===== src/assert_macros.svh =====
// ----------------------------------------------------------------------------
// assert_macros.svh
// Assertion macros used by the filter RTL.
// ----------------------------------------------------------------------------
`ifndef ASSERT_MACROS_SVH
`define ASSERT_MACROS_SVH

// property must hold on every clock outside reset
`define FIRC_CHECK(lbl, prop, msg) \
    lbl: assert property (@(posedge clk) disable iff (!rst_n) (prop)) else $error(msg);

// expression must never be true outside reset
`define FIRC_NEVER(lbl, expr, msg) \
    lbl: assert property (@(posedge clk) disable iff (!rst_n) !(expr)) else $error(msg);

`endif


===== src/firc_pkg.sv =====
// ----------------------------------------------------------------------------
// firc_pkg
// Types and constants of the circular-history FIR filter.
// ----------------------------------------------------------------------------
package firc_pkg;

    localparam int MAX_TAPS   = 95;
    localparam int HIST_DEPTH = MAX_TAPS - 1;
    localparam int IDX_W      = $clog2(MAX_TAPS);
    localparam int HADDR_W    = $clog2(HIST_DEPTH);
    localparam int TAP_W      = 7;
    localparam int SAMPLE_W   = 16;
    localparam int ACC_W      = 32;
    localparam logic [TAP_W-1:0] TAP_RESET = TAP_W'(MAX_TAPS);

    typedef enum logic [1:0] {
        OP_FILTER  = 2'd0,
        OP_COEF    = 2'd1,
        OP_RESTART = 2'd2,
        OP_CLEAR   = 2'd3
    } op_t;

    typedef enum logic [1:0] {
        ST_IDLE,
        ST_WALK,
        ST_DRAIN,
        ST_EMIT
    } state_t;

    typedef struct packed {
        logic valid;
        logic last;
        logic use_data;
        logic coef_live;
        logic hist_live;
    } mac_issue_t;

endpackage


===== src/firc_ram.sv =====
// ----------------------------------------------------------------------------
// firc_ram
// Simple dual-port synchronous RAM, one write and one registered read port.
// ----------------------------------------------------------------------------
module firc_ram #(
    parameter int WIDTH = 16,
    parameter int DEPTH = 95
) (
    input  logic                     clk,
    input  logic                     we,
    input  logic [$clog2(DEPTH)-1:0] waddr,
    input  logic [WIDTH-1:0]         wdata,
    input  logic [$clog2(DEPTH)-1:0] raddr,
    output logic [WIDTH-1:0]         rdata
);

    logic [WIDTH-1:0] mem [DEPTH];

    always_ff @(posedge clk)
    begin
        if (we)
        begin
            mem[waddr] <= wdata;
        end
        rdata <= mem[raddr];
    end

endmodule


===== src/firc_mac.sv =====
// ----------------------------------------------------------------------------
// firc_mac
// Pipelined multiply-accumulate: operand select, product, negated x4 sum.
// ----------------------------------------------------------------------------
module firc_mac (
    input  logic                                clk,
    input  logic                                rst_n,
    input  logic                                start,
    input  firc_pkg::mac_issue_t                issue,
    input  logic signed [firc_pkg::SAMPLE_W-1:0] coef_rdata,
    input  logic signed [firc_pkg::SAMPLE_W-1:0] hist_rdata,
    input  logic signed [firc_pkg::SAMPLE_W-1:0] sample,
    output logic                                done,
    output logic        [firc_pkg::ACC_W-1:0]    acc
);

    import firc_pkg::*;

    mac_issue_t                 s1_reg;
    logic                       s2_valid_reg;
    logic                       s2_last_reg;
    logic                       done_reg;
    logic signed [ACC_W-1:0]    prod_reg;
    logic signed [ACC_W-1:0]    prod_next;
    logic        [ACC_W-1:0]    acc_reg;
    logic        [ACC_W-1:0]    acc_next;
    logic signed [SAMPLE_W-1:0] op_c;
    logic signed [SAMPLE_W-1:0] op_s;

    always_comb
    begin
        op_c = s1_reg.coef_live ? coef_rdata : '0;
        if (s1_reg.use_data)
        begin
            op_s = sample;
        end
        else
        begin
            op_s = s1_reg.hist_live ? hist_rdata : '0;
        end
        prod_next = op_c * op_s;
        acc_next  = acc_reg - {prod_reg[ACC_W-3:0], 2'b00};
    end

    always_ff @(posedge clk or negedge rst_n)
    begin
        if (!rst_n)
        begin
            s1_reg       <= '0;
            s2_valid_reg <= 1'b0;
            s2_last_reg  <= 1'b0;
            done_reg     <= 1'b0;
        end
        else
        begin
            s1_reg       <= issue;
            s2_valid_reg <= s1_reg.valid;
            s2_last_reg  <= s1_reg.valid && s1_reg.last;
            done_reg     <= s2_valid_reg && s2_last_reg;
        end
    end

    always_ff @(posedge clk)
    begin
        prod_reg <= prod_next;
        if (start)
        begin
            acc_reg <= '0;
        end
        else if (s2_valid_reg)
        begin
            acc_reg <= acc_next;
        end
    end

    assign done = done_reg;
    assign acc  = acc_reg;

endmodule


===== src/fir_filter_circular_unit.sv =====
// ----------------------------------------------------------------------------
// fir_filter_circular_unit
// FIR filter over a circular sample history, coefficients and history in RAM.
// ----------------------------------------------------------------------------
// Command channel (cmd_valid/cmd_stall) carries opcode, coef_index and data.
// Filter commands return one transaction on the result channel
// (res_valid/res_stall, field filtered); other opcodes return nothing.
// Coefficient write, restart and clear complete in the acceptance cycle.
// A filter command walks the taps one per cycle through the coefficient and
// history RAM read ports into a single multiplier (tap_count taken within 1
// to 95); each product passes the registered RAM reads and the product
// register into the accumulator, whose sum is loaded into the output register
// once the walk has drained. A new command is accepted once the result has
// moved to the output register, so one filter ends before the next starts.
// cfg_we/cfg_wdata write tap_count and must only be used while idle.
// Reset clears tap_count to 95, position to zero and every entry's valid
// flag, so both stores read as zero without a clearing pass.
// When the receiver stalls, the result is held in the output register; the
// next command may still be accepted and runs until its own result is ready,
// then waits for the register to free.
// ----------------------------------------------------------------------------
`include "assert_macros.svh"

module fir_filter_circular_unit (
    input  logic                                 clk,
    input  logic                                 rst_n,
    input  logic                                 cfg_we,
    input  logic [firc_pkg::TAP_W-1:0]           cfg_wdata,
    input  logic                                 cmd_valid,
    output logic                                 cmd_stall,
    input  firc_pkg::op_t                        opcode,
    input  logic [firc_pkg::TAP_W-1:0]           coef_index,
    input  logic signed [firc_pkg::SAMPLE_W-1:0] data,
    output logic                                 res_valid,
    input  logic                                 res_stall,
    output logic signed [firc_pkg::ACC_W-1:0]    filtered
);

    import firc_pkg::*;

    state_t                     state_reg;
    state_t                     state_next;
    logic [TAP_W-1:0]           tap_count_reg;
    logic [IDX_W-1:0]           len_reg;
    logic [IDX_W-1:0]           len_next;
    logic [IDX_W-1:0]           k_reg;
    logic [HADDR_W-1:0]         p_reg;
    logic [HADDR_W-1:0]         p_inc;
    logic [HADDR_W-1:0]         pos_reg;
    logic [HADDR_W-1:0]         pos_eff;
    logic [HADDR_W-1:0]         pos_inc;
    logic [MAX_TAPS-1:0]        coef_vld_reg;
    logic [HIST_DEPTH-1:0]      hist_vld_reg;
    logic signed [SAMPLE_W-1:0] data_reg;
    logic                       res_valid_reg;
    logic [ACC_W-1:0]           filtered_reg;

    logic                       cmd_acc;
    logic                       res_free;
    logic                       mac_start;
    logic                       emit_go;
    logic                       coef_we;
    logic                       hist_we;
    mac_issue_t                 issue;
    logic signed [SAMPLE_W-1:0] coef_rdata;
    logic signed [SAMPLE_W-1:0] hist_rdata;
    logic                       mac_done;
    logic [ACC_W-1:0]           mac_acc;

    assign cmd_acc  = cmd_valid && !cmd_stall;
    assign res_free = !res_valid_reg || !res_stall;

    always_comb
    begin
        priority if (tap_count_reg == '0)
        begin
            len_next = '0;
        end
        else if (int'(tap_count_reg) > MAX_TAPS)
        begin
            len_next = IDX_W'(MAX_TAPS - 1);
        end
        else
        begin
            len_next = IDX_W'(tap_count_reg - TAP_W'(1));
        end
        pos_eff = (int'(pos_reg) >= int'(len_next)) ? '0 : pos_reg;
        p_inc   = (int'(p_reg) + 1 >= int'(len_reg)) ? '0 : p_reg + HADDR_W'(1);
        pos_inc = (int'(pos_reg) + 1 >= int'(len_reg)) ? '0 : pos_reg + HADDR_W'(1);
    end

    // next state
    always_comb
    begin
        state_next = state_reg;
        unique case (state_reg)
            ST_IDLE:
            begin
                if (cmd_acc && opcode == OP_FILTER)
                begin
                    state_next = ST_WALK;
                end
            end
            ST_WALK:
            begin
                if (k_reg == len_reg)
                begin
                    state_next = ST_DRAIN;
                end
            end
            ST_DRAIN:
            begin
                if (mac_done)
                begin
                    state_next = ST_EMIT;
                end
            end
            ST_EMIT:
            begin
                if (res_free)
                begin
                    state_next = ST_IDLE;
                end
            end
            default:
            begin
                state_next = ST_IDLE;
            end
        endcase
    end

    // outputs
    always_comb
    begin
        cmd_stall       = (state_reg != ST_IDLE);
        mac_start       = 1'b0;
        emit_go         = 1'b0;
        issue           = '0;
        issue.use_data  = (k_reg == len_reg);
        issue.last      = (k_reg == len_reg);
        issue.coef_live = coef_vld_reg[k_reg];
        issue.hist_live = hist_vld_reg[p_reg];
        unique case (state_reg)
            ST_IDLE:  mac_start   = cmd_acc && (opcode == OP_FILTER);
            ST_WALK:  issue.valid = 1'b1;
            ST_DRAIN: ;
            ST_EMIT:  emit_go     = res_free;
            default:  ;
        endcase
        coef_we = cmd_acc && (opcode == OP_COEF) && (int'(coef_index) < MAX_TAPS);
        hist_we = emit_go && (len_reg != '0);
    end

    always_ff @(posedge clk or negedge rst_n)
    begin
        if (!rst_n)
        begin
            state_reg     <= ST_IDLE;
            tap_count_reg <= TAP_RESET;
            len_reg       <= '0;
            k_reg         <= '0;
            p_reg         <= '0;
            pos_reg       <= '0;
            coef_vld_reg  <= '0;
            hist_vld_reg  <= '0;
            res_valid_reg <= 1'b0;
        end
        else
        begin
            state_reg <= state_next;
            if (cfg_we)
            begin
                tap_count_reg <= cfg_wdata;
            end
            if (cmd_acc)
            begin
                unique case (opcode)
                    OP_FILTER:
                    begin
                        len_reg <= len_next;
                        k_reg   <= '0;
                        p_reg   <= pos_eff;
                        pos_reg <= pos_eff;
                    end
                    OP_COEF:
                    begin
                        if (coef_we)
                        begin
                            coef_vld_reg[IDX_W'(coef_index)] <= 1'b1;
                        end
                    end
                    OP_RESTART:
                    begin
                        pos_reg <= '0;
                    end
                    OP_CLEAR:
                    begin
                        pos_reg      <= '0;
                        coef_vld_reg <= '0;
                        hist_vld_reg <= '0;
                    end
                    default: ;
                endcase
            end
            if (issue.valid)
            begin
                k_reg <= k_reg + IDX_W'(1);
                p_reg <= p_inc;
            end
            if (emit_go)
            begin
                pos_reg <= (len_reg == '0) ? '0 : pos_inc;
            end
            if (hist_we)
            begin
                hist_vld_reg[pos_reg] <= 1'b1;
            end
            if (emit_go)
            begin
                res_valid_reg <= 1'b1;
            end
            else if (!res_stall)
            begin
                res_valid_reg <= 1'b0;
            end
        end
    end

    always_ff @(posedge clk)
    begin
        if (cmd_acc)
        begin
            data_reg <= data;
        end
        if (emit_go)
        begin
            filtered_reg <= mac_acc;
        end
    end

    firc_ram #(
        .WIDTH (SAMPLE_W),
        .DEPTH (MAX_TAPS)
    ) u_coef_ram (
        .clk   (clk),
        .we    (coef_we),
        .waddr (IDX_W'(coef_index)),
        .wdata (data),
        .raddr (k_reg),
        .rdata (coef_rdata)
    );

    firc_ram #(
        .WIDTH (SAMPLE_W),
        .DEPTH (HIST_DEPTH)
    ) u_hist_ram (
        .clk   (clk),
        .we    (hist_we),
        .waddr (pos_reg),
        .wdata (data_reg),
        .raddr (p_reg),
        .rdata (hist_rdata)
    );

    firc_mac u_mac (
        .clk        (clk),
        .rst_n      (rst_n),
        .start      (mac_start),
        .issue      (issue),
        .coef_rdata (coef_rdata),
        .hist_rdata (hist_rdata),
        .sample     (data_reg),
        .done       (mac_done),
        .acc        (mac_acc)
    );

    assign res_valid = res_valid_reg;
    assign filtered  = filtered_reg;

    `FIRC_CHECK(a_done_in_drain, mac_done |-> state_reg == ST_DRAIN, "mac done outside drain")
    `FIRC_CHECK(a_walk_bound, state_reg == ST_WALK |-> k_reg <= len_reg, "tap walk overran")
    `FIRC_NEVER(a_pos_range, int'(pos_reg) >= HIST_DEPTH, "position beyond history")
    `FIRC_CHECK(a_emit_result, emit_go |=> res_valid_reg, "result not presented")

endmodule


===== config.mk =====
export PLATFORM = sky130hd
export DESIGN_NAME = fir_filter_circular_unit
export DESIGN_NICKNAME = d
export VERILOG_FILES = /design/src/firc_pkg.sv /design/src/firc_ram.sv /design/src/firc_mac.sv /design/src/fir_filter_circular_unit.sv
export VERILOG_INCLUDE_DIRS = /design/src /design/src/src
export SDC_FILE = /design/constraint.sdc
export NUM_CORES = 2
export LEC_CHECK = 0
export ABC_AREA = 0
export BUFFER_PORTS_ARGS = -buffer_cell sky130_fd_sc_hd__buf_2
export CAP_MARGIN = 20
export CORE_MARGIN = 2
export CORE_UTILIZATION = 57
export DETAILED_ROUTE_END_ITERATION = 8
export GPL_TIMING_DRIVEN = 0
export PLACE_DENSITY_LB_ADDON = 0.1
export SLEW_MARGIN = 25
export SYNTH_ARGS = -nofsm -noshare
export SYNTH_HDL_FRONTEND = slang
export SYNTH_SLANG_ARGS = --single-unit

===== constraint.sdc =====
create_clock -name clk -period 7.4 [get_ports clk]
set_input_delay 0 -clock clk [delete_from_list [all_inputs] [get_ports clk]]
set_output_delay 0 -clock clk [all_outputs]
set_load 0.02 [all_outputs]

# Word level (Yosys, flattened, before mapping)
# Memories as Yosys holds them, arrays and structs flattened. A register that Yosys moved wholly into a read port is not among the register bits.
# Cells that the tools add are included.
# op_classes
n_reduce_logical	30
eq_ne	13
n_bitwise	2
n_lt_le_gt_ge	11
muxes	45
multipliers	1
n_addsub	7
# op_table
cell	count
94-bit 2-to-1 mux	3
95-bit case mux with 2 select lines	1
7-bit 2-to-1 mux	14
95-bit 2-to-1 mux	1
95-bit OR	1
94-bit OR	1
16-bit 2-to-1 mux	3
7-bit by 8-bit less-than comparator with 1-bit output, second input constant	4
32-bit subtractor	1
16-bit by 16-bit multiplier with 30-bit output	1
7-bit by 1-bit adder with 7-bit output, second input constant	3
7-bit by 1-bit adder with 8-bit output, second input constant	2
8-bit by 7-bit >= comparator with 1-bit output	2
1-bit binary-select mux with 7-bit select	2
1-bit demux with 7-bit select	2
7-bit by 1-bit >= comparator with 1-bit output, second input constant	2
7-bit zero test	2
7-bit case mux with 2 select lines	1
1-bit 2-to-1 mux	13
2-bit nonzero test	5
1-bit logical AND	9
2-bit equality test, second input constant	4
2-bit 2-to-1 mux	4
2-bit case mux with 4 select lines	1
other kinds (17)	27
# totals
ramBits	3024
input_bits	37
n_memories	2
ff_bits	344
elab_cells	131
# mem_list
memory	depth	word_bits	read_ports	rd_clocked_by_memory_dff	wr	line_no	text
u_coef_ram.mem	95	16	1	1	1	firc_ram.sv:17	logic [WIDTH-1:0] mem [DEPTH];
u_hist_ram.mem	94	16	1	1	1	firc_ram.sv:17	

# Logic depth before layout (Yosys ltp)
# depth
ltp_word	8
mapped_depth	27
depth_no_buf	25

# Hierarchy
# Synthesis repeated with hierarchy kept, for this count alone.
# unflattened
cells_unflattened	7980
area_unflattened_um2	143176.1
# modules_own_cells
module	seq_area_each_um2	cells_per_inst	instances	area_per_inst_um2
firc_ram (u_coef_ram)	45964.1	2713	1	58961.5
firc_ram (u_hist_ram)	45483.6	2655	1	58437.3
firc_mac	1401.3	1498	1	12898.6
fir_filter_circular_unit	7129.3	1114	1	12878.6

# Worst setup path before layout
# No wires, ideal clock.
# synth_path
path_kind	register to register
startpoint	register data_reg[7]
endpoint	register u_mac.prod_reg[29]
setup_time_ns	0.063
slack_ns	0.080
arrival_time_ns	7.258
required_ns	7.337
stages_incl_launch_ff	25
cell_sequence	edfxtp_1 > a22o_1 > clkbuf_1 > nand2_1 > fa_1 > inv_1 > fa_1 > inv_1 > fa_1 > inv_1 > fa_1 > fa_1 > inv_1 > fa_1 > inv_1 > ha_1 > o21a_1 > o21a_1 > nor2_1 > o211ai_1 > and3_1 > o31ai_1 > o21ai_1 > or4_1 > nand3_1
# synth_between
elab_chain_cells	2
# synth_lines
element	line_no	text
start, declared	fir_filter_circular_unit.sv:54	logic signed [SAMPLE_W-1:0] data_reg;
start signal, assigned	fir_filter_circular_unit.sv:233	data_reg <= data;
16-bit 2-to-1 mux	firc_mac.sv:33	if (s1_reg.use_data)
16-bit by 16-bit multiplier with 30-bit output	firc_mac.sv:41	prod_next = op_c * op_s;
named net u_mac.prod_next[29]	firc_mac.sv:24	logic signed [ACC_W-1:0] prod_next;
end signal, assigned	firc_mac.sv:65	prod_reg <= prod_next;
end, declared	firc_mac.sv:23	logic signed [ACC_W-1:0] prod_reg;
# The timed path passes the listed nets, and every way through them passes these cells.
# A chain may end at the register's enable or synchronous reset.

==> summary.md <==
| Metric | Value |
|---|---|
| Routed len/inst | 33.68 um |
| Achievable Freq | around 0.14 GHz |
| Die W | around 500 um |
| Primary FF master, synth | edfxtp_1 |
| Final setup fails | 0 |
| Worst-Skew Late Latency | between 900 and 1000 ps |
| IO Count | 71 |
| Hold path start | coef_index[3] |
| Largest register FFs | roughly 1500 |
| Setup CP Type | flip-flop to flip-flop |
| Hold EP | u_coef_ram.mem[45][15] |
| Hold Crit Depth | 4 |
| Initial Utilization | between 50% and 60% |
| Post-DP Area | 150600 um^2 |
| PortBufs | between 60 and 70 |
| Fillcell total | approximately 17000 |
| Max VDD drop | about 0.00024 V |
| Worst r2r src | u_mac.s1_reg[3] |
| Rel. slew slack | between 20% and 30% |
| RSZ-0062 raised after global routing | yes |
| Worst-path fanout max | 10 |
| Slowest stage cell, crit path | a22oi_2 |
| Drt first pass iters | 6 |
| Net load switching power | 17.79 mW |
| Clock tree buffer depth | 4 |
| Antenna violations before repair | 16 |
| Hold Worst Slack | between 70 and 80 ps |
| Post-layout minimum cycle time | 7283 ps |
| Final period utilization | roughly 98% |
| Tot GR Track Use | between 30% and 40% |
| Leak | between 50 and 60 nW |
| Post-Syn Instances | between 7000 and 8000 |
| Final WL | approximately 390 mm |
| H-Tree Depth | 5 |
| Clock sinks | between 3000 and 4000 |
| Worst-Margin Slew | ~1200 ps |
| Vias in the first global route | around 76000 |
| Share of layout cells above drive strength 1 | between 20% and 30% |
| Cell area after synthesis | between 100000 and 150000 um^2 |
| Crit. End Element | flip-flop |
| Cell area after layout | roughly 160000 um^2 |
| Via count | approximately 75000 |
| Post-DR vias/cell | 6.478 |
| Crit path largest cell delay | ~580 ps |
| Gr ovfl total | 0 |
| Final Util | between 60% and 70% |
| GP Congestion | 0.9944 |
| Reg2Reg Depth | 23 |
| Clock share of power | 30.4% |
| Power Density | ~340 nW/um^2 |
| Crit start category | flip-flop |
| Post-synth top area share | 65.18% |
| Flip-flop and latch count after synthesis | 3396 |
| Post-DP HPWL | about 270 mm |
| MaxCap Viol Count | 0 |
| HP Class | primary input to flip-flop |
| Warnings from Yosys | 0 |
| FP Rows | 182 |
| Reg-to-reg endpoint | u_mac.prod_reg[29] |
| Core area | approximately 250000 um^2 |
| CP Data Arrival Time | 8120 ps |
| Post-Synthesis Mean Instance Area | about 19 um^2 |
| Final Hold Violating Endpoints | 0 |
| Die Height | approximately 500 um |
| Area grow syn2layout | 14.82% |
| Reg-to-reg setup timing slack | 120 ps |
| DR iter-0 viols | 9553 |
| Internal power | 37.86 mW |
| Most numerous cell in the Yosys netlist | edfxtp_1 |
| Part of the Yosys area used for sequential elements | 70.63% |
| Synth cell types | 77 |
| Status | completed |
| Area leader, netlist | edfxtp_1 |
| Routed Antenna Nets | 0 |
| Commonest cells post-synth | 3070 x edfxtp_1, 860 x mux4_2, 415 x nor2_1, 349 x inv_1, 306 x nand2_1 |
| TritonCTS clock tree | yes |
| Net Sw Frac | 31.97% |
| Clk slew on worst S/H paths | around 60 ps |
| Async S/R FF share, synth | between 6 and 7% |
| Inserted Clock Buffers | 354 |
| Pin count of the biggest net entering global routing | 73 |
| Critical Path RT | between 8000 and 9000 ps |
| Synth top area cells | edfxtp_1 65%, mux4_2 14%, dfrtp_1 4.0% |
| Residual DRC | 0 |
| Nets | around 8500 |
| First-pass GRT wire length | 556.7 mm |
| Crit-path cells | clkbuf_4, clkbuf_2, a22oi_2, nor2_1, fa_1, inv_1, fa_1, inv_1, fa_1, fa_1, fa_1, inv_1, fa_1, inv_1, ha_1, a211o_1, nor3_1, nand3_2, and3_1, o31ai_4, o21ai_2, or4_1, nand3_1 |
| Max Clock Skew | about 86 ps |
| Combinational Power Share | a little under a third |
| Post-synth EDFFs | about 3100 |
| Root Buffer | clkbuf_16 |
| Final Slew Violations | 0 |
| Most common cell on crit path | fa_1 |
| Sequential share of power | 39.6% |
| Die area | 252100 um^2 |
metal layers:
metal,track usage [%],wire length [um]
met3,6.531,36020
met2,49.77,187000
met1,43.51,150800
met5,0,77
met4,13.06,18580
placed cells by master, fill, tap and decap left out, types with 28 or more instances in the layout:
master,netlist,layout
nor2_4,0,141
nand3_1,39,38
nor3_1,64,63
buf_8,0,79
nor2_1,415,227
ha_1,138,138
inv_1,349,348
dfxtp_1,92,92
clkbuf_2,0,53
buf_6,4,51
mux2i_1,252,252
clkbuf_16,0,359
buf_16,0,48
o221ai_1,90,89
a21oi_1,111,109
nor2_2,0,47
dlygate4sd3_1,0,68
fa_1,249,248
clkbuf_1,231,273
clkinv_2,0,52
a21o_1,125,125
edfxtp_1,3070,3070
dfrtp_1,228,228
buf_2,64,127
buf_4,41,72
o21ai_0,37,37
clkinv_1,1,51
o21a_1,109,109
o22ai_1,49,49
nand2_1,306,304
mux4_2,860,860
xnor2_1,48,48
o21ai_1,50,48
nor2b_1,28,28
critical path: cells and delay by family (launching register included):
kind	cells	cell delay [ps]
buf+inv	6	720
compound gates	4	1350
simple gates	6	1370
flops	1	460
fa+ha+maj	7	3290
power groups by stage:
stage	logic (mW)	registers, mW	clock network, mW
final	16.7	22.0	16.9
after global routing	17.3	22.0	17.8
after CTS	16.5	22.0	17.1
after detailed placement	16.3	22.4	0
after global placement	15.5	22.8	0
after floorplan	9.70	22.5	0
worst max path at each step:
| stage | start | to | slack, ps | cells past startpoint |
|---|---|---|---|---|
| 3_3_place_gp | data_reg[5] | u_mac.prod_reg[29] | -2960 | 21 |
| 5_1_grt | u_mac.s1_reg[3] | u_mac.prod_reg[29] | -110 | 24 |
| 4_1_cts | data_reg[13] | u_mac.prod_reg[29] | 7 | 20 |
| 3_5_place_dp | u_mac.s1_reg[3] | u_mac.prod_reg[29] | -810 | 24 |
| 2_1_floorplan | data_reg[7] | u_mac.prod_reg[29] | 80 | 24 |
| 6_report | u_mac.s1_reg[3] | u_mac.prod_reg[29] | 120 | 23 |
cell families after synthesis:
kind of cell | Yosys count | synth area share [%]
muxes | 1139 | 15.69
DFF | 3396 | 70.63
buffers and inverters | 732 | 2.131
xor gates and xnor gates | 73 | 0.4520
AOI/OAI and AO/OA | 702 | 3.480
other | 1 | 0.002651
adders and majority gates | 387 | 4.745
and+or+nand+nor | 952 | 2.871
metrics by stage:
stage / cells / worst slack (ps) / setup TNS, ps / total power, mW
5_1_grt: 11660 / -112.2 / -114.8 / 57.18
3_3_place_gp: 10760 / -2962 / -42280 / 38.28
4_1_cts: 11650 / 7.070 / 0 / 55.56
6_report: 11660 / 117.0 / 0 / 55.65
3_5_place_dp: 10960 / -810.8 / -3831 / 38.74
2_1_floorplan: 7383 / 79.85 / 0 / 32.18
cell type report:
class	instances	area, um^2	area share, %
sequential	3396	99890	61.51
multi-input combinational	3255	39850	24.54
clock buffer	483	9639	5.935
timing repair buffer	342	4542	2.797
tap	3312	4144	2.552
buffer	372	1768	1.089
inverter	353	1328	0.8174
clock inverter	139	1229	0.7566
antenna	3	7.507	0.004623
repair_timing:
item	4_1_cts	5_1_grt
gates resized for setup	31	21
buffers inserted	3	3
pin swaps	2	1
setup endpoints to repair	10	6
hold buffers	69	0
endpoints found under the hold margin	2094	0
(Power assumes the default switching activity.)
